[config.mk]
export PLATFORM = sky130hd
export DESIGN_NAME = dirty_word_run_packer_unit
export DESIGN_NICKNAME = d
export VERILOG_FILES = /design/src/dwrp_pkg.sv /design/src/dwrp_step.sv /design/src/dwrp_outq.sv /design/src/dirty_word_run_packer_unit.sv
export SDC_FILE = /design/constraint.sdc
export NUM_CORES = 1
export LEC_CHECK = 0
export BUFFER_PORTS_ARGS = -buffer_cell sky130_fd_sc_hd__buf_4
export CORE_ASPECT_RATIO = 1.5
export CORE_MARGIN = 2
export CORE_UTILIZATION = 35
export CTS_CLUSTER_SIZE = 10
export DETAILED_ROUTE_END_ITERATION = 12
export PLACE_DENSITY = 0.57
export SLEW_MARGIN = 20
export SYNTH_ARGS = -nofsm -noshare
export SYNTH_HDL_FRONTEND = slang
export SYNTH_HIERARCHICAL = 1
export SYNTH_SLANG_ARGS = --single-unit
[constraint.sdc]
create_clock -name clk -period 18.6 [get_ports clk]
set_clock_uncertainty 0.2 [all_clocks]
set_input_delay 0.93 -clock clk [delete_from_list [all_inputs] [get_ports clk]]
set_output_delay 0.93 -clock clk [all_outputs]
set_load 0.1 [all_outputs]
[src/dwrp_pkg.sv]
// ----------------------------------------------------------------------------
// dwrp_pkg
// Shared types and constants for the dirty word run packer.
// ----------------------------------------------------------------------------
package dwrp_pkg;

  localparam int unsigned MAX_RUN_BYTES = 250;
  localparam int unsigned MAX_GAP_BYTES = 8;
  localparam int unsigned CAP_RESERVE   = 12;
  localparam int unsigned HEADER_BYTES  = 5;
  localparam int unsigned ID_BYTES      = 4;
  // unchanged words that can be pending when a changed word arrives
  localparam int unsigned HOLD_DEPTH    = (MAX_GAP_BYTES + 1) / 2 - 1;
  localparam int unsigned DATA_SLOTS    = HOLD_DEPTH + 1;

  localparam logic [1:0] KIND_DATA   = 2'd0;
  localparam logic [1:0] KIND_HEADER = 2'd1;
  localparam logic [1:0] KIND_SEND   = 2'd2;

  localparam logic CFG_CAPACITY  = 1'b0;
  localparam logic CFG_MEMORY_ID = 1'b1;

  localparam logic [12:0] CAPACITY_RESET = 13'd1024;
  localparam logic [31:0] MEMORY_ID_RESET = 32'd0;

  typedef struct packed {
    logic [15:0] word_value;
    logic [31:0] byte_addr;
    logic        is_changed;
    logic        region_end;
  } item_t;

  typedef struct packed {
    logic [1:0]  rec_kind;
    logic [15:0] data_word;
    logic [31:0] run_addr;
    logic [7:0]  run_bytes;
    logic [12:0] msg_bytes;
    logic [31:0] msg_memory_id;
    logic        truncated;
    logic        last;
  } result_t;

  // all records caused by one item, in emit order: data, header, send
  typedef struct packed {
    logic [2:0]                   data_n;
    logic [DATA_SLOTS-1:0][15:0]  words;
    logic                         hdr_vld;
    logic [31:0]                  hdr_addr;
    logic [7:0]                   hdr_bytes;
    logic                         snd_vld;
    logic [12:0]                  snd_bytes;
    logic [31:0]                  snd_id;
    logic                         snd_trunc;
  } batch_t;

endpackage

[src/dwrp_step.sv]
// ----------------------------------------------------------------------------
// dwrp_step
// Run/message state and the single-pass update for one registered item.
// ----------------------------------------------------------------------------
module dwrp_step import dwrp_pkg::*; (
  input  logic        clk,
  input  logic        rst,
  input  logic        adv,
  input  item_t       item,
  input  logic [12:0] capacity,
  input  logic [31:0] memory_id,
  output batch_t      batch,
  output logic        batch_vld
);

  logic        run_open;
  logic [31:0] run_start_addr;
  logic [7:0]  run_len_bytes;
  logic [3:0]  gap_bytes;
  logic [1:0]  held_count;
  logic [15:0] held_words [HOLD_DEPTH];
  logic [12:0] fill_bytes;
  logic        region_stopped;

  logic [12:0] limit;
  logic        open1;
  logic [31:0] start1;
  logic [7:0]  len1;
  logic [3:0]  gap1;
  logic [2:0]  cnt1;
  logic [12:0] fill1;
  logic        hold_we;
  logic        close_cond;
  logic        hdr;
  logic [12:0] fill_after;
  logic        trunc;
  logic        flush;
  logic        snd;
  logic [2:0]  data_n;

  always_comb begin
    limit = (capacity > 13'(CAP_RESERVE)) ? capacity - 13'(CAP_RESERVE) : '0;
    open1   = run_open;
    start1  = run_start_addr;
    len1    = run_len_bytes;
    gap1    = gap_bytes;
    cnt1    = {1'b0, held_count};
    fill1   = fill_bytes;
    hold_we = 1'b0;
    if (run_open) begin
      len1  = run_len_bytes + 8'd2;
      fill1 = fill_bytes + 13'd2;
      if (item.is_changed) begin
        cnt1 = 3'd0;
        gap1 = 4'd0;
      end else begin
        hold_we = (held_count < 2'(HOLD_DEPTH));
        cnt1    = {1'b0, held_count} + 3'd1;
        gap1    = gap_bytes + 4'd2;
      end
    end else if (item.is_changed) begin
      open1  = 1'b1;
      start1 = item.byte_addr;
      len1   = 8'd2;
      gap1   = 4'd0;
      cnt1   = 3'd0;
      fill1  = fill_bytes + 13'(HEADER_BYTES + 2);
    end

    close_cond = (fill1 >= limit) || (gap1 >= 4'(MAX_GAP_BYTES))
              || (len1 >= 8'(MAX_RUN_BYTES));
    hdr        = open1 && (close_cond || item.region_end);
    fill_after = hdr ? fill1 - {9'b0, gap1} : fill1;
    trunc      = close_cond && (fill_after >= limit);
    flush      = trunc || item.region_end;
    snd        = flush && (fill_after > 13'(ID_BYTES));
    data_n     = item.is_changed ? {1'b0, held_count} + 3'd1 : 3'd0;

    batch.data_n = data_n;
    for (int i = 0; i < int'(DATA_SLOTS); i++) begin
      if (i < int'(HOLD_DEPTH) && held_count != 2'(i)) begin
        batch.words[i] = held_words[i];
      end else begin
        batch.words[i] = item.word_value;
      end
    end
    batch.hdr_vld   = hdr;
    batch.hdr_addr  = start1;
    batch.hdr_bytes = len1 - {4'b0, gap1};
    batch.snd_vld   = snd;
    batch.snd_bytes = fill_after;
    batch.snd_id    = memory_id;
    batch.snd_trunc = trunc;

    batch_vld = !region_stopped && ((data_n != 3'd0) || hdr || snd);
  end

  always_ff @(posedge clk) begin
    if (rst) begin
      run_open       <= 1'b0;
      run_start_addr <= '0;
      run_len_bytes  <= '0;
      gap_bytes      <= '0;
      held_count     <= '0;
      fill_bytes     <= 13'(ID_BYTES);
      region_stopped <= 1'b0;
    end else if (adv) begin
      if (region_stopped) begin
        if (item.region_end) begin
          region_stopped <= 1'b0;
        end
      end else begin
        if (hdr) begin
          run_open       <= 1'b0;
          run_start_addr <= '0;
          run_len_bytes  <= '0;
          gap_bytes      <= '0;
          held_count     <= '0;
        end else begin
          run_open       <= open1;
          run_start_addr <= start1;
          run_len_bytes  <= len1;
          gap_bytes      <= gap1;
          held_count     <= cnt1[1:0];
        end
        fill_bytes     <= flush ? 13'(ID_BYTES) : fill_after;
        region_stopped <= trunc && !item.region_end;
      end
    end
  end

  always_ff @(posedge clk) begin
    if (adv && !region_stopped && hold_we) begin
      held_words[held_count] <= item.word_value;
    end
  end

`ifndef NO_ASSERTIONS
  a_stop_closed: assert property (@(posedge clk) disable iff (rst)
    region_stopped |-> !run_open)
    else $error("region stopped with a run still open");
  a_idle_clean: assert property (@(posedge clk) disable iff (rst)
    !run_open |-> (held_count == 2'd0) && (gap_bytes == 4'd0))
    else $error("gap state left over with no run open");
`endif

endmodule

[src/dwrp_outq.sv]
// ----------------------------------------------------------------------------
// dwrp_outq
// Two-entry batch queue with a serializer, one result per transaction.
// ----------------------------------------------------------------------------
module dwrp_outq import dwrp_pkg::*; (
  input  logic    clk,
  input  logic    rst,
  input  logic    push,
  input  batch_t  batch,
  output logic    space,
  output logic    result_valid,
  input  logic    result_stall,
  output result_t result
);

  batch_t     entries [2];
  logic       wr_ptr;
  logic       rd_ptr;
  logic [1:0] count;
  logic [2:0] pos;

  batch_t     head;
  logic [2:0] total;
  logic       pop;

  always_comb begin
    head  = entries[rd_ptr];
    total = head.data_n + {2'b0, head.hdr_vld} + {2'b0, head.snd_vld};
    space = (count != 2'd2);
    result_valid = (count != 2'd0);

    result = '0;
    priority if (pos < head.data_n) begin
      result.rec_kind  = KIND_DATA;
      result.data_word = head.words[pos[1:0]];
    end else if (pos == head.data_n && head.hdr_vld) begin
      result.rec_kind  = KIND_HEADER;
      result.run_addr  = head.hdr_addr;
      result.run_bytes = head.hdr_bytes;
    end else begin
      result.rec_kind      = KIND_SEND;
      result.msg_bytes     = head.snd_bytes;
      result.msg_memory_id = head.snd_id;
      result.truncated     = head.snd_trunc;
    end
    result.last = (pos == total - 3'd1);
    pop = result_valid && !result_stall && result.last;
  end

  always_ff @(posedge clk) begin
    if (rst) begin
      wr_ptr <= 1'b0;
      rd_ptr <= 1'b0;
      count  <= '0;
      pos    <= '0;
    end else begin
      if (push) begin
        wr_ptr <= !wr_ptr;
      end
      if (pop) begin
        rd_ptr <= !rd_ptr;
        pos    <= '0;
      end else if (result_valid && !result_stall) begin
        pos <= pos + 3'd1;
      end
      count <= count + {1'b0, push} - {1'b0, pop};
    end
  end

  always_ff @(posedge clk) begin
    if (push) begin
      entries[wr_ptr] <= batch;
    end
  end

`ifndef NO_ASSERTIONS
  a_count_max: assert property (@(posedge clk) disable iff (rst)
    count <= 2'd2)
    else $error("batch queue overflow");
  a_pos_range: assert property (@(posedge clk) disable iff (rst)
    result_valid |-> (pos < total))
    else $error("serializer position past end of batch");
`endif

endmodule

[src/dirty_word_run_packer_unit.sv]
// ----------------------------------------------------------------------------
// dirty_word_run_packer_unit
// Groups changed memory words into runs and packs them into messages.
// ----------------------------------------------------------------------------
// Path: each item is registered in the input stage, then its batch in the batch queue.
// Throughput: 1 item per cycle while each item causes at most one result and the
//   output is not stalled; one record leaves per unstalled cycle, so an item's
//   records hold the output until taken (the two-entry batch queue absorbs bursts).
// Reset: synchronous; run state cleared, message fill back to the 4-byte id,
//   message_capacity 1024, memory_id 0. Held words need no clearing.
module dirty_word_run_packer_unit import dwrp_pkg::*; (
  input  logic        clk,
  input  logic        rst,
  // item channel
  input  logic        item_valid,
  output logic        item_stall,
  input  item_t       item,
  // result channel
  output logic        result_valid,
  input  logic        result_stall,
  output result_t     result,
  // configuration writes
  input  logic        cfg_valid,
  output logic        cfg_ready,
  input  logic        cfg_index,
  input  logic [31:0] cfg_data
);

  // configuration registers
  logic [12:0] capacity;
  logic [31:0] memory_id;

  // input register stage
  logic   s1_vld;
  item_t  s1_item;

  logic   adv;
  logic   space;
  logic   batch_vld;
  batch_t batch;
  logic   accept;

  // Writes are always taken; the user must send them only while idle; no block check.
  assign cfg_ready = 1'b1;

  always_ff @(posedge clk) begin
    if (rst) begin
      capacity  <= CAPACITY_RESET;
      memory_id <= MEMORY_ID_RESET;
    end else if (cfg_valid && cfg_ready) begin
      unique case (cfg_index)
        CFG_CAPACITY:  capacity  <= cfg_data[12:0];
        CFG_MEMORY_ID: memory_id <= cfg_data;
      endcase
    end
  end

  // The registered item is processed once the queue can take its batch;
  // items producing no record never wait.
  assign adv        = s1_vld && (space || !batch_vld);
  assign item_stall = s1_vld && !adv;
  assign accept     = item_valid && !item_stall;

  always_ff @(posedge clk) begin
    if (rst) begin
      s1_vld <= 1'b0;
    end else if (accept) begin
      s1_vld <= 1'b1;
    end else if (adv) begin
      s1_vld <= 1'b0;
    end
  end

  always_ff @(posedge clk) begin
    if (accept) begin
      s1_item <= item;
    end
  end

  // run tracking and record generation
  dwrp_step u_step (
    .clk       (clk),
    .rst       (rst),
    .adv       (adv),
    .item      (s1_item),
    .capacity  (capacity),
    .memory_id (memory_id),
    .batch     (batch),
    .batch_vld (batch_vld)
  );

  // batch queue and one-record-per-transaction output
  dwrp_outq u_outq (
    .clk          (clk),
    .rst          (rst),
    .push         (adv && batch_vld),
    .batch        (batch),
    .space        (space),
    .result_valid (result_valid),
    .result_stall (result_stall),
    .result       (result)
  );

endmodule
# == Yosys cells after proc, flatten, opt, wreduce, memory -nomap -nowiden ==
# Memory sizes are Yosys's and may differ from the RTL's. A register that Yosys moved wholly into a read port is not among the register bits.
# Cells that the tools add are included.
# classes
n_addsub,14
magnitude_cmp,9
eq_ne,5
muxes,46
bitwise,2
n_reduce_logical,39
# op_table
operator,count
$mux W32,3
$mux W86,1
$mux W16,5
$mux W13,5
$mux W46,1
$mux W40,1
$bmux W16 S2,1
$ge A13 B13 Y1,2
$mux W8,3
$mux W4,4
$mux W1,15
$logic_and A1 B1 Y1,14
$add A13 B2 Y13 const B,1
$add A13 B3 Y13 const B,1
$gt A13 B3 Y1 const B,1
$gt A13 B4 Y1 const B,1
$sub A13 B4 Y13,1
$sub A13 B4 Y13 const B,1
$mux W2,6
$add A8 B2 Y8 const B,1
$ge A8 B8 Y1 const B,1
$logic_not A1 Y1,8
$sub A8 B4 Y8,1
$logic_or A1 B1 Y1,7
other kinds (21),30
# totals
regBits,164
ramBits,358
in_bits,88
out_inout_bits,108
wordCells,135
memories,2
# mem_list
memory,depth,word_bits,rd,rd_clocked_by_memory_dff,wr,line,rtl
u_outq.entries,2,155,1,1,1,dwrp_outq.sv:16,batch_t entries [2];
u_step.held_words,3,16,3,0,1,dwrp_step.sv:21,logic [15:0] held_words [HOLD_DEPTH];

# == Longest topological paths before layout ==
# Gate-level depths: netlist of the first run.
# logic_depth
word_depth,23
depth_mapped,33
ltp_nobuf,31

# == Modules after synthesis ==
# Netlist of the first run, hierarchy kept.
# by_module_without_submodules
module,instances,cells_per_inst,area_per_inst_um2,seq_area_each_um2
dwrp_outq,1,646,12221.7,9469.1
dwrp_step,1,863,7447.1,2662.6
dirty_word_run_packer_unit,1,251,3505.9,2422.3

# == Worst setup path after synthesis of the first run ==
# No wires, ideal clock.
# synth_path
path_type,reg2reg
from,reg capacity[5]
to,"mem u_outq/entries[0][0] (netlist bit), enable pin"
setup_time_ns,0.690
arrival_ns,12.020
t_required_ns,17.710
setup_slack_ns,5.690
stages_incl_launch_ff,28
path_buffers,2
synth_period_minus_slack_ns,12.910
path_cell_list,dfxtp_1 -> nor3_1 -> nand2b_1 -> nor4_1 -> nand2b_1 -> or3_1 -> clkbuf_1 -> nand2_1 -> ha_1 -> a21oi_1 -> a21oi_1 -> o31a_1 -> nor4_4 -> a21o_4 -> clkbuf_1 -> mux2i_1 -> inv_1 -> ha_1 -> nand4_1 -> nor4_1 -> nor2_1 -> nand2_1 -> a2bb2oi_1 -> nor2_1 -> a221oi_2 -> nand2_1 -> nor2_1 -> nor2b_1
# synth_rtl
element,line,rtl
start: declaration,dirty_word_run_packer_unit.sv:30,logic [12:0] capacity;
start signal: assignment,dirty_word_run_packer_unit.sv:52,CFG_CAPACITY: capacity <= cfg_data[12:0];
end: declaration,dwrp_outq.sv:16,

==> out/qor.txt, run 1 <==
FINAL LAYOUT
-------------------------------------------------------------------------------------
Nets                                                                             2026
Area of the multi-input gates                                                7680 µm²
Synthesis-to-finish area growth                                                 15.7%
Fill count                                                                       6228
Post-route cell area                                                        26800 µm²
N_diodes                                                                            0
Share of post-route cells with drive strength above 1                           0.201
Combined flip-flop and latch cell area                                      14600 µm²

SETUP PATH
-------------------------------------------------------------------------------------
Launching element type of the critical path                                  register
Max Fanout on Critical Path                                                        58
Path type of the worst setup path                                        register to register
Arrival time of data at the critical path endpoint                            9.87 ns
Kind of end point of the critical path                                       register
Data required, critical path                                                 18.62 ns

SYNTH
-------------------------------------------------------------------------------------
Number of synthesized flops with an enable pin                                    408
Synth Register Bits                                                               523
Combined area of all synthesized cells                                      23200 µm²
Count of different cell masters after synthesis                                    75
Yosys top cell by area                                                   sky130_fd_sc_hd__edfxtp_1
Top_reg_cell synth                                                       sky130_fd_sc_hd__edfxtp_1
Share of flip-flops with an asynchronous set or reset after synthesis               0
Sequential element share of the synthesized area                                0.628
Post-Synthesis Mean Instance Area                                            13.2 µm²
Gate count after technology mapping                                              1760
Synth Warn #                                                                        6
Area fraction of the dominant cell type after synthesis                         0.529
Dominant cells by area after synthesis                                   sky130_fd_sc_hd__edfxtp_1, sky130_fd_sc_hd__dfxtp_1, sky130_fd_sc_hd__mux2i_1
Post-synthesis net count                                                         1904

GRT
-------------------------------------------------------------------------------------
Vias in the first global route                                                  14.5k
Wire length of the first global-routing pass                                 84600 µm
Number of antenna violations at the first check in global routing                   1
Total routing usage reported by global routing                                  0.159
Maximum number of pins on one net before global-route repair                       89
Overall overflow remaining after global route                                       0

CLOCKING
-------------------------------------------------------------------------------------
Maximum level of the CTS H-tree                                                     2
Number of instances resized during post-cts repair                                  0
Buffer levels on the longest clock path                                             3
Clock Sink Count                                                                  523
Clock-pin slew of the registers on the worst-case setup and hold paths        0.06 ns
CTS tree                                                                         done
Inserted Clock Buffers                                                             59
Clock latency on the worst-skew pair                                          0.63 ns
Post-CTS setup buffers                                                              0
Clock root buffer                                                        sky130_fd_sc_hd__clkbuf_16
Hold_buf cts                                                                        0

FLOORPLAN
-------------------------------------------------------------------------------------
Floorplan die width                                                            214 µm
IO Pins                                                                           196
Area enclosed by the die boundary                                           68300 µm²
Core outline area                                                           65600 µm²
Starting density of the core                                                    0.353
Die Span Y                                                                     319 µm
Number of rows created at floorplan                                               115

TIMING
-------------------------------------------------------------------------------------
Relative slew margins                                                           0.265
Summed negative setup slack over all endpoints                                   0 ns
Transition time at the pin with the least slew margin                         1.10 ns
Final critical delay including setup and external delays                      9.85 ns
Final setup fails                                                                   0
Peak clock frequency supported by timing                                    0.102 GHz
Unrepaired setup endpoints after global routing                                 false
Fin. Hold Viols                                                                     0
Number of max-slew violations in the final report                                   0
Final Cycle Share                                                               0.530

PLACEMENT
-------------------------------------------------------------------------------------
Final Wtd Congestion                                                            0.837
Post-place instance area                                                    25000 µm²
Detailed-placement wirelength estimate                                       35200 µm
PortBufs                                                                          194

PWR
-------------------------------------------------------------------------------------
Leak pwr                                                                      9.72 nW
Worst-case vdd ir drop                                                        67.9 µV
P per Cell Area                                                            104 nW/µm²

ROUTE
-------------------------------------------------------------------------------------
Remaining antenna violation count                                                   0
Final Routed Wirelength                                                      54900 µm
DRC violation count after routing                                                   0
Iter 0 DRT Violations                                                             805
Detailed-route vias per instance                                                 4.89
Detailed-route via count                                                        13.8k
TritonRoute pass-1 iters                                                            5
Average wire per cell in the routed design                                    19.5 µm

WORST HOLD PATH
-------------------------------------------------------------------------------------
Path category of the worst min-delay check                               register to register

RUN STATUS
-------------------------------------------------------------------------------------
Status                                                                      completed

JOB
-------------------------------------------------------------------------------------
Number of maximum-capacitance violations                                            0

==> critical path, cell delays in order (launching register included) <==
cell and delay (ns):
sky130_fd_sc_hd__edfxtp_1 0.65, sky130_fd_sc_hd__inv_1 0.26, sky130_fd_sc_hd__o31ai_2 0.48, sky130_fd_sc_hd__nand2_1 0.16, sky130_fd_sc_hd__xnor2_1 0.53, sky130_fd_sc_hd__ha_1 0.35, sky130_fd_sc_hd__nand3_1 0.09, sky130_fd_sc_hd__a21oi_1 0.06
sky130_fd_sc_hd__o31a_1 0.32, sky130_fd_sc_hd__nor4_4 0.37, sky130_fd_sc_hd__a21o_4 0.48, sky130_fd_sc_hd__inv_4 0.20, sky130_fd_sc_hd__and3_1 0.21, sky130_fd_sc_hd__xnor2_1 0.41, sky130_fd_sc_hd__ha_1 0.24, sky130_fd_sc_hd__a211o_1 0.13
sky130_fd_sc_hd__nor2_1 0.06, sky130_fd_sc_hd__nor3_1 0.20, sky130_fd_sc_hd__o31a_1 0.20, sky130_fd_sc_hd__a2bb2oi_1 0.39, sky130_fd_sc_hd__nor2_1 0.33, sky130_fd_sc_hd__a221oi_2 0.36, sky130_fd_sc_hd__nand2_1 0.16, sky130_fd_sc_hd__nor2_1 0.27
sky130_fd_sc_hd__and2_4 0.66, sky130_fd_sc_hd__buf_4 0.72, sky130_fd_sc_hd__buf_4 0.76
==> power breakdown <==
part | switching, mW | leakage, nW | internal (mW)
clock | 0.458 | 0.841 | 0.619
sequential | 0.0247 | 4.72 | 1.32
combinational | 0.268 | 4.16 | 0.113
==> registers in the layout, indices dropped and copies added (netlist names), 2 cells and up, named ones only <==
signal	count
u_outq/entries	310
s1_item	50
u_step/held_words	48
memory_id	32
u_step/run_start_addr	32
capacity	13
u_step/fill_bytes	13
u_step/run_len_bytes	8
u_step/gap_bytes	4
u_outq/pos	3
u_outq/count	2
u_step/held_count	2
==> cell usage after synthesis, types with 8 or more instances <==
library cell and n:
sky130_fd_sc_hd__ha_1 53, sky130_fd_sc_hd__buf_6 10, sky130_fd_sc_hd__nand3_1 53, sky130_fd_sc_hd__inv_1 33, sky130_fd_sc_hd__xor2_1 17, sky130_fd_sc_hd__nor4_1 8, sky130_fd_sc_hd__nor2b_1 16, sky130_fd_sc_hd__and2_1 8
sky130_fd_sc_hd__edfxtp_1 408, sky130_fd_sc_hd__buf_2 13, sky130_fd_sc_hd__and3_1 39, sky130_fd_sc_hd__a21oi_1 100, sky130_fd_sc_hd__nand2_1 160, sky130_fd_sc_hd__dfxtp_1 115, sky130_fd_sc_hd__nor2_1 179, sky130_fd_sc_hd__xnor2_1 27
sky130_fd_sc_hd__mux4_2 32, sky130_fd_sc_hd__buf_4 54, sky130_fd_sc_hd__clkbuf_1 59, sky130_fd_sc_hd__mux2i_1 135, sky130_fd_sc_hd__a21bo_1 20, sky130_fd_sc_hd__buf_1 13, sky130_fd_sc_hd__mux2_2 50, sky130_fd_sc_hd__nor3_1 13
sky130_fd_sc_hd__o21ai_0 15, sky130_fd_sc_hd__nand2b_1 45
==> path summary, 6_finish.rpt <==
kind | endpoint | startpoint | slack [ns] | depth (start not counted)
max | u_outq/entries[1][70] | s1_item[1] | 8.75 | 26
min | u_outq/entries[1][20] | memory_id[19] | 0.25 | 0
max reg2reg | u_outq/entries[1][70] | s1_item[1] | 8.75 | 26
min reg2reg | u_outq/entries[1][20] | memory_id[19] | 0.25 | 0
==> stage by stage <==
stage          power, mW   util  cells  hold WS, ns  setup WS (ns)
3_3_place_gp        1.75  0.382   2698        0.227           9.14
3_5_place_dp        1.75  0.382   2698        0.232           8.83
6_report            2.80  0.409   2810        0.248           8.75
5_1_grt             2.91  0.409   2810        0.236           7.98
2_1_floorplan       1.66      -   1760        0.247           5.69
4_1_cts             2.84  0.409   2810        0.224           8.75
==> placed cells by master (no fill, tap or decap), types with 3 or more instances in the layout <==
master / n
sky130_fd_sc_hd__a211oi_1: 3
sky130_fd_sc_hd__a21bo_1: 20
sky130_fd_sc_hd__a21o_1: 3
sky130_fd_sc_hd__a21oi_1: 100
sky130_fd_sc_hd__a31oi_1: 3
sky130_fd_sc_hd__and2_1: 7
sky130_fd_sc_hd__and3_1: 39
sky130_fd_sc_hd__and4_1: 4
sky130_fd_sc_hd__buf_4: 210
sky130_fd_sc_hd__clkbuf_1: 45
sky130_fd_sc_hd__clkbuf_16: 61
sky130_fd_sc_hd__dfxtp_1: 113
sky130_fd_sc_hd__edfxtp_1: 408
sky130_fd_sc_hd__fa_1: 3
sky130_fd_sc_hd__ha_1: 53
sky130_fd_sc_hd__inv_1: 33
sky130_fd_sc_hd__mux2_2: 50
sky130_fd_sc_hd__mux2i_1: 135
sky130_fd_sc_hd__mux4_2: 32
sky130_fd_sc_hd__nand2_1: 160
sky130_fd_sc_hd__nand2b_1: 44
sky130_fd_sc_hd__nand3_1: 53
sky130_fd_sc_hd__nand4_1: 6
sky130_fd_sc_hd__nor2_1: 178
sky130_fd_sc_hd__nor2b_1: 14
sky130_fd_sc_hd__nor3_1: 13
sky130_fd_sc_hd__nor4_1: 8
sky130_fd_sc_hd__o21a_1: 4
sky130_fd_sc_hd__o21ai_0: 14
sky130_fd_sc_hd__or3_1: 3
sky130_fd_sc_hd__xnor2_1: 27
sky130_fd_sc_hd__xor2_1: 17
==> per-layer routing <==
layer,GRT usage,routed length (µm)
met2,0.290,29000
met1,0.183,21600
met5,0,13
met4,0.0681,2210
met3,0.0246,2020
==> cell type report <==
type	count	share of cell area
tap	877	0.0409
timing repair buffer	210	0.0588
clock buffer	108	0.0642
inverter	34	0.00485
clock inverter	4	0.00201
sequential	523	0.543
multi-input combinational	1054	0.286
==> kinds of logic after synthesis <==
| group | Yosys count | synth area share |
|---|---|---|
| buffers and inverters | 183 | 0.0424 |
| adder cells (fa/ha/maj) | 56 | 0.0312 |
| XOR/XNOR | 48 | 0.0202 |
| AO/OA/AOI/OAI | 177 | 0.0500 |
| other | 1 | 0.000162 |
| multiplexers | 220 | 0.116 |
| AND/OR/NAND/NOR | 552 | 0.112 |
| flip-flops | 523 | 0.628 |
Power figures use the tool's default switching activity.
==> inputs of run 2 (changes only) <==
--- a/config.mk
+++ b/config.mk
@@ -5,6 +5,7 @@
 export SDC_FILE = /design/constraint.sdc
 export NUM_CORES = 1
 export LEC_CHECK = 0
+export ABC_AREA = 1
 export BUFFER_PORTS_ARGS = -buffer_cell sky130_fd_sc_hd__buf_4
 export CORE_ASPECT_RATIO = 1.5
 export CORE_MARGIN = 2
==> constraint.sdc (replaced) <==
create_clock -name clk -period 9.9 [get_ports clk]
set_clock_uncertainty 0.2 [all_clocks]
set_input_delay 0.495 -clock clk [delete_from_list [all_inputs] [get_ports clk]]
set_output_delay 0.495 -clock clk [all_outputs]
set_load 0.1 [all_outputs]
==> run 2 against run 1 <==
Net effect:
- combinational power up 110%
- routed wire length up 12%
- die area up 0.49%
- largest cell class unchanged
==> out/qor.txt, run 2 <==
SYNTH
-------------------------------------------------------------------------------------
Number of synthesized flops with an enable pin                                    408   unchanged
Yosys top cell by area                                                   sky130_fd_sc_hd__edfxtp_1
Post-Synthesis Mean Instance Area                                            9.92 µm²   -25%
Post-Synth Adder-Cell Area                                                     0.0311   -0.000156
Xor and xnor area share after synthesis                                        0.0102   -0.0100
Area fraction in compound gates after synthesis                                0.0764   +0.0264
Fraction of synthesized area in multiplexers                                 0.000430   -0.115
Most numerous cell types in the synthesized netlist                      sky130_fd_sc_hd__nand2_1, sky130_fd_sc_hd__edfxtp_1, sky130_fd_sc_hd__a21oi_1
Top_reg_cell synth                                                       sky130_fd_sc_hd__edfxtp_1
Post-synthesis net count                                                         2492   +31%
Largest family of logic cells by synthesized area                        simple AND/OR/NAND/NOR gates
Dominant cells by area after synthesis                                   sky130_fd_sc_hd__edfxtp_1, sky130_fd_sc_hd__nand2_1, sky130_fd_sc_hd__dfxtp_1
Area fraction of the dominant cell type after synthesis                         0.526   -0.00264
Synth Warn #                                                                        6   unchanged
Gate count after technology mapping                                              2348   +33%
Combined area of all synthesized cells                                      23300 µm²   +0.50%
Post-synthesis simple-gate area fraction                                        0.190   +0.0775
Sequential element share of the synthesized area                                0.625   -0.00314
Share of flip-flops with an asynchronous set or reset after synthesis               0   unchanged
Synth Register Bits                                                               523   unchanged
Count of different cell masters after synthesis                                    51   -32%
Most common cell in the netlist                                          sky130_fd_sc_hd__nand2_1

CLOCKING
-------------------------------------------------------------------------------------
Post-CTS setup buffers                                                              0   unchanged
Hold_buf cts                                                                       83   +83
Buffer levels on the longest clock path                                             3   unchanged
Clock latency on the worst-skew pair                                          0.63 ns   about the same
Clock-pin slew of the registers on the worst-case setup and hold paths        0.06 ns   about the same
CTS tree                                                                         done
Clock Sink Count                                                                  523   unchanged
Clock root buffer                                                        sky130_fd_sc_hd__clkbuf_16
Maximum level of the CTS H-tree                                                     2   unchanged
Number of instances resized during post-cts repair                                  0   unchanged
Inserted Clock Buffers                                                             59   unchanged

FLOORPLAN
-------------------------------------------------------------------------------------
Number of rows created at floorplan                                               115   unchanged
IO Pins                                                                           196   unchanged
Starting density of the core                                                    0.354   +0.000997
Area enclosed by the die boundary                                           68700 µm²   +0.49%
Floorplan die width                                                            215 µm   +0.25%
Core outline area                                                           65800 µm²   +0.22%
Die Span Y                                                                     320 µm   +0.25%

ROUTE
-------------------------------------------------------------------------------------
TritonRoute pass-1 iters                                                            5   unchanged
Remaining antenna violation count                                                   0   unchanged
Average wire per cell in the routed design                                    17.8 µm   -9.0%
Final Routed Wirelength                                                      61600 µm   +12%
Detailed-route vias per instance                                                 4.82   -1.5%
DRC violation count after routing                                                   0   unchanged
Detailed-route via count                                                        16.7k   +22%
Iter 0 DRT Violations                                                            1350   +68%

SETUP PATH
-------------------------------------------------------------------------------------
Path type of the worst setup path                                        register to register
Launching element type of the critical path                                  register
Worst r2r src                                                            u_step/fill_bytes[1]
Max Fanout on Critical Path                                                        59   +1.7%
Crit path max-delay family                                               simple AND/OR/NAND/NOR gates
Most prevalent standard cell on the critical path                        sky130_fd_sc_hd__nand2_1
Largest stage delay, worst path                                               0.40 ns   -0.36 ns
Worst path slowest cell                                                  sky130_fd_sc_hd__dfxtp_1
Arrival time of data at the critical path endpoint                            7.56 ns   -2.31 ns
Number of buffers and inverters on the critical path                               10   +6
Data required, critical path                                                  9.98 ns   -8.64 ns
Kind of end point of the critical path                                       register
Timing startpoint of the critical path                                   u_step/fill_bytes[1]

TIMING
-------------------------------------------------------------------------------------
Final setup fails                                                                   0   unchanged
Fin. Hold Viols                                                                     0   unchanged
Transition time at the pin with the least slew margin                         1.09 ns   -0.0159 ns
Number of max-slew violations in the final report                                   0   unchanged
Peak clock frequency supported by timing                                    0.134 GHz   +32%
Final Cycle Share                                                               0.755   +0.225
Summed negative setup slack over all endpoints                                   0 ns   unchanged
Worst Setup Slack, final                                                      2.42 ns   -6.32 ns
Unrepaired setup endpoints after global routing                                 false
Relative slew margins                                                           0.275   +0.0106
Final critical delay including setup and external delays                      7.48 ns   -2.38 ns

FINAL LAYOUT
-------------------------------------------------------------------------------------
Biggest register                                                         u_outq/entries
Nets                                                                             2682   +32%
Most frequent cells in the layout                                        sky130_fd_sc_hd__nand2_1, sky130_fd_sc_hd__edfxtp_1, sky130_fd_sc_hd__a21oi_1
Synthesis-to-finish area growth                                                 18.7%
Share of post-route cells with drive strength above 1                           0.125   -0.0760
Leading cell type in the layout, fill and taps excluded                  sky130_fd_sc_hd__nand2_1
Fill count                                                                       6246   +0.29%
Number of flip-flops under the largest register name                              310   unchanged
Biggest regs                                                             u_outq/entries x310, s1_item x50, u_step/held_words x48

RUN STATUS
-------------------------------------------------------------------------------------
Status                                                                      completed

PWR
-------------------------------------------------------------------------------------
Total power consumption of the routed design                                  5.33 mW   +90%
P per Cell Area                                                            193 nW/µm²   +85%
Leak pwr                                                                      10.9 nW   +12%
Worst-case vdd ir drop                                                         115 µV   +69%

GRT
-------------------------------------------------------------------------------------
Wire length of the first global-routing pass                                 94600 µm   +12%
Number of antenna violations at the first check in global routing                   0   -1
Overall overflow remaining after global route                                       0   unchanged
Maximum number of pins on one net before global-route repair                      107   +20%
Total routing usage reported by global routing                                  0.177   +0.0183
Vias in the first global route                                                  16.5k   +14%

JOB
-------------------------------------------------------------------------------------
Number of maximum-capacitance violations                                            0   unchanged

PLACEMENT
-------------------------------------------------------------------------------------
Final Wtd Congestion                                                            0.888   +6.0%
DP Worst Slack                                                                2.41 ns   -6.41 ns
PortBufs                                                                          194   unchanged
Detailed-placement wirelength estimate                                       39600 µm   +13%

WORST HOLD PATH
-------------------------------------------------------------------------------------
Path category of the worst min-delay check                               input port to register
Min-Delay Startpoint                                                     result_stall

==> run 2: cell types whose count changed after synthesis, moves of 21 or more <==
| cell | delta |
|---|---|
| sky130_fd_sc_hd__and3_1 | -38 |
| sky130_fd_sc_hd__mux2i_1 | -134 |
| sky130_fd_sc_hd__nand3_1 | +37 |
| sky130_fd_sc_hd__nand2_1 | +591 |
| sky130_fd_sc_hd__a21oi_1 | +119 |
| sky130_fd_sc_hd__mux2_2 | -50 |
| sky130_fd_sc_hd__xnor2_1 | -21 |
| sky130_fd_sc_hd__mux4_2 | -32 |
| sky130_fd_sc_hd__buf_2 | +28 |
| sky130_fd_sc_hd__nand2b_1 | -45 |
| sky130_fd_sc_hd__inv_1 | +106 |
| sky130_fd_sc_hd__o21ai_0 | +68 |
==> run 2: where the power goes <==
part           switching (mW)  internal [mW]  leakage, nW
clock                   0.841           1.18        0.843
combinational           0.583          0.207         5.36
sequential             0.0474           2.47         4.74
==> run 2: path summary, 6_finish.rpt <==
| path | cells after the start | endpoint | slack, ns |
|---|---|---|---|
| setup / recovery | 42 | u_step/held_words[2][12] | 2.42 |
| hold reg to reg | 0 | u_outq/entries[1][31] | 0.25 |
| hold / removal | 4 | u_outq/pos[1] | 0.08 |
| setup reg to reg | 42 | u_step/held_words[2][12] | 2.42 |
==> run 2: routing by layer <==
metal | share of wire | up-vias | global-route usage
li1 | - | 8190 | -
met1 | 0.39 | 8015 | 0.198
met2 | 0.54 | 390 | 0.334
met3 | 0.036 | 121 | 0.0227
met4 | 0.041 | 0 | 0.0789
met5 | 0 | - | 0
==> run 2: logic make-up after synthesis <==
group / count (synthesis)
flops: 523
xor+xnor: 27
mux: 1
other cells: 1
buf+inv: 314
simple gates: 1091
compound gates: 335
fa+ha+maj: 56
==> run 2: final cells by class <==
cell class | instances | area (µm²) | share of cell area
diodes | 1 | 2.50 | 0.0000905
clock inverters | 4 | 60.1 | 0.00217
repair buffers | 293 | 2440 | 0.0884
multi-input cells | 1511 | 7190 | 0.260
flip-flops and latches | 523 | 14600 | 0.527
well taps | 877 | 1100 | 0.0397
clock buffers | 108 | 1710 | 0.0620
inverters | 150 | 578 | 0.0209
==> run 2: metrics by stage <==
stage                     std cells   util  hold WS (ns)  area, µm²
final                          3467  0.420        0.0762      27600
after floorplan                2348      -         0.221      23300
after global routing           3466  0.420        0.0621      27600
after global placement         3271  0.381         0.230      25000
after CTS                      3466  0.420        0.0345      27600
after detailed placement       3271  0.381         0.237      25000
==> run 2: worst min-delay path, cell delays in order <==
cell,delay [ns]
sky130_fd_sc_hd__buf_4,0.10
sky130_fd_sc_hd__a21oi_1,0.10
sky130_fd_sc_hd__nand2_1,0.08
sky130_fd_sc_hd__a21oi_1,0.06
==> inputs of run 3 (changes only) <==
--- a/config.mk
+++ b/config.mk
@@ -12,7 +12,7 @@
 export CORE_UTILIZATION = 35
 export CTS_CLUSTER_SIZE = 10
 export DETAILED_ROUTE_END_ITERATION = 12
-export PLACE_DENSITY = 0.57
+export PLACE_DENSITY = 0.59
 export SLEW_MARGIN = 20
 export SYNTH_ARGS = -nofsm -noshare
 export SYNTH_HDL_FRONTEND = slang
==> constraint.sdc (replaced) <==
create_clock -name clk -period 6.2 [get_ports clk]
set_clock_uncertainty 0.2 [all_clocks]
set_input_delay 0.31 -clock clk [delete_from_list [all_inputs] [get_ports clk]]
set_output_delay 0.31 -clock clk [all_outputs]
set_load 0.1 [all_outputs]
==> run 3 against run 2 <==
Net effect:
- design area is 6.3% higher
- count of clock-buffer cells in the layout fell by 5
- register-to-register slack worse by 2.1 ns
- largest cell class unchanged
- routed wire length is 6.3% higher
- via count rose by 4.4%
- first-iteration DRC count down 13%
- non-clock buffer count up 125
==> out/qor.txt, run 3 (synthesis results as in run 2) <==
CLOCKING
-------------------------------------------------------------------------------------
Clock-pin slew of the registers on the worst-case setup and hold paths        0.06 ns   about the same
CTS tree                                                                         done
Clock root buffer                                                        sky130_fd_sc_hd__clkbuf_16
Maximum level of the CTS H-tree                                                     2   unchanged
Clock Sink Count                                                                  523   unchanged
Inserted Clock Buffers                                                             59   unchanged
Buffer levels on the longest clock path                                             3   unchanged
Clock latency on the worst-skew pair                                          0.62 ns   about the same

FINAL LAYOUT
-------------------------------------------------------------------------------------
Post-route cell area                                                        29400 µm²   +6.3%
Synthesis-to-finish area growth                                                 26.2%
Share of post-route cells with drive strength above 1                           0.176   +0.0508
Most frequent cells in the layout                                        sky130_fd_sc_hd__nand2_1, sky130_fd_sc_hd__edfxtp_1, sky130_fd_sc_hd__buf_4
Biggest regs                                                             u_outq/entries x310, s1_item x50, u_step/held_words x48
Nets                                                                             2807   +4.7%
Number of flip-flops under the largest register name                              310   unchanged
Core utilization of the finished layout                                         0.447   +0.0266
Biggest register                                                         u_outq/entries
Fill count                                                                       6161   -1.4%
Combined flip-flop and latch cell area                                      14600 µm²   about the same
Leading cell type in the layout, fill and taps excluded                  sky130_fd_sc_hd__nand2_1
Area of the multi-input gates                                                7650 µm²   +6.4%

GRT
-------------------------------------------------------------------------------------
Wire length of the first global-routing pass                                 98700 µm   +4.3%
Total routing usage reported by global routing                                  0.184   +0.00725
Maximum number of pins on one net before global-route repair                       89   -17%
Vias in the first global route                                                  17.7k   +6.9%
Overall overflow remaining after global route                                       0   unchanged
Number of antenna violations at the first check in global routing                   2   +2

PWR
-------------------------------------------------------------------------------------
Int Power                                                                     6.20 mW   +61%
Clock group share of total power                                                0.369   -0.010
Fraction of power consumed by sequential logic                                  0.466   -0.007
Part of the total power dissipated in combinational logic                       0.166   +0.018
Leak pwr                                                                      11.6 nW   +6.1%
Fraction of power spent switching nets                                          0.281   +0.00512
P per Cell Area                                                            293 nW/µm²   +52%
Worst-case vdd ir drop                                                         242 µV   +110%
P_sw                                                                          2.43 mW   +65%

JOB
-------------------------------------------------------------------------------------
Number of maximum-capacitance violations                                            0   unchanged

SETUP PATH
-------------------------------------------------------------------------------------
Launching element type of the critical path                                  register
Worst r2r src                                                              s1_item[1]
Worst flop-to-flop path endpoint                                         u_step/run_start_addr[19]
Reg2reg setup slack                                                           0.33 ns   -2.09 ns
Path type of the worst setup path                                        register to output pin
Kind of end point of the critical path                                     output pin
Largest stage delay, worst path                                               0.45 ns   +0.05 ns
Worst path slowest cell                                                  sky130_fd_sc_hd__edfxtp_1
Timing startpoint of the critical path                                     s1_item[1]
Data required, critical path                                                  5.69 ns   -4.29 ns
Capturing instance or port of the critical path                            item_stall
Max Fanout on Critical Path                                                         5   -92%
Count of cells along the worst register-to-register path                           40   -4.8%
Arrival time of data at the critical path endpoint                            5.38 ns   -2.18 ns

ROUTE
-------------------------------------------------------------------------------------
Detailed-route via count                                                        17.5k   +4.4%
Remaining antenna violation count                                                   0   unchanged
DRC violation count after routing                                                   0   unchanged
TritonRoute pass-1 iters                                                            7   +2
Final Routed Wirelength                                                      65500 µm   +6.3%
Iter 0 DRT Violations                                                            1171   -13%
Detailed-route vias per instance                                                 4.86   +0.79%
Average wire per cell in the routed design                                    18.2 µm   +2.7%

TIMING
-------------------------------------------------------------------------------------
Final setup fails                                                                   0   unchanged
Final critical delay including setup and external delays                      5.89 ns
Final Cycle Share                                                               0.950
Transition time at the pin with the least slew margin                         1.05 ns   -0.0407 ns
Worst hold-check slack                                                      0.0761 ns   -0.000138 ns
Fin. Hold Viols                                                                     0   unchanged
Number of max-slew violations in the final report                                   0   unchanged
Relative slew margins                                                           0.302   +0.0271
Peak clock frequency supported by timing                                    0.170 GHz

PLACEMENT
-------------------------------------------------------------------------------------
Post-place instance area                                                    25500 µm²   +1.8%
Final Wtd Congestion                                                            0.865   -2.5%
PortBufs                                                                          194   unchanged
Detailed-placement wirelength estimate                                       40300 µm   +1.8%

FLOORPLAN
-------------------------------------------------------------------------------------
Starting density of the core                                                    0.354   unchanged
Area enclosed by the die boundary                                           68700 µm²   unchanged
Floorplan die width                                                            215 µm   unchanged
Number of rows created at floorplan                                               115   unchanged
IO Pins                                                                           196   unchanged
Die Span Y                                                                     320 µm   unchanged
Core outline area                                                           65800 µm²   unchanged

RUN STATUS
-------------------------------------------------------------------------------------
Status                                                                      completed

WORST HOLD PATH
-------------------------------------------------------------------------------------
Path category of the worst min-delay check                               input port to register

run 3: worst min path at each step:
stage,from,to,depth (start not counted)
after global placement,memory_id[0],u_outq/entries[0][1],0
after floorplan,rst,u_outq/wr_ptr,1
after CTS,cfg_valid,capacity[10],3
final,cfg_valid,capacity[10],3
after detailed placement,memory_id[15],u_outq/entries[0][16],0
after global routing,cfg_valid,capacity[10],3
run 3: critical path, delay by kind of cell (launching register included):
kind                       cells  cell delay (ns)
DFF                            1             0.45
adders and majority gates      2             0.61
xor gates and xnor gates       1             0.22
buffers and inverters          9             0.98
and+or+nand+nor               17             1.85
AOI/OAI and AO/OA              5             0.64
run 3: area by class of cell:
class	count	share of cell area
Sequential cell	523	0.496
Multi-Input combinational cell	1511	0.260
Timing Repair Buffer	418	0.129
Clock buffer	103	0.0558
Tap cell	877	0.0373
Inverter	150	0.0198
Clock inverter	7	0.00243
Antenna cell	2	0.000170
run 3: timing repair:
action / 4_1_cts / 5_1_grt
cloned: 1 / 6
pin swaps: 4 / 23
setup buffers: 3 / 15
gates resized for setup: 16 / 91
hold endpoints to repair: 106 / 0
hold buffers: 148 / 0
setup endpoints to repair: 91 / 457
run 3: through the flow:
stage,TNS [ns],setup slack (ns),cells,power (mW)
3_3_place_gp,0,0.0219,3306,5.34
5_1_grt,-1.45,-0.0393,3591,8.95
4_1_cts,0,0.00983,3568,8.63
3_5_place_dp,-5.05,-0.0873,3306,5.36
6_report,0,0.311,3591,8.63
2_1_floorplan,-254.61,-0.837,2348,5.00
run 3: power by group through the flow:
stage,sequential [mW],combinational [mW],clock (mW)
4_1_cts,4.02,1.36,3.25
3_5_place_dp,4.09,1.27,0
6_report,4.02,1.43,3.18
5_1_grt,4.03,1.53,3.39
3_3_place_gp,4.08,1.25,0
2_1_floorplan,4.07,0.931,0
run 3: metal layers:
layer	track usage	vias up	part of all wire
li1	-	8454	-
met1	0.206	8377	0.38
met2	0.340	470	0.53
met3	0.0237	150	0.040
met4	0.0966	0	0.049
met5	0	-	0
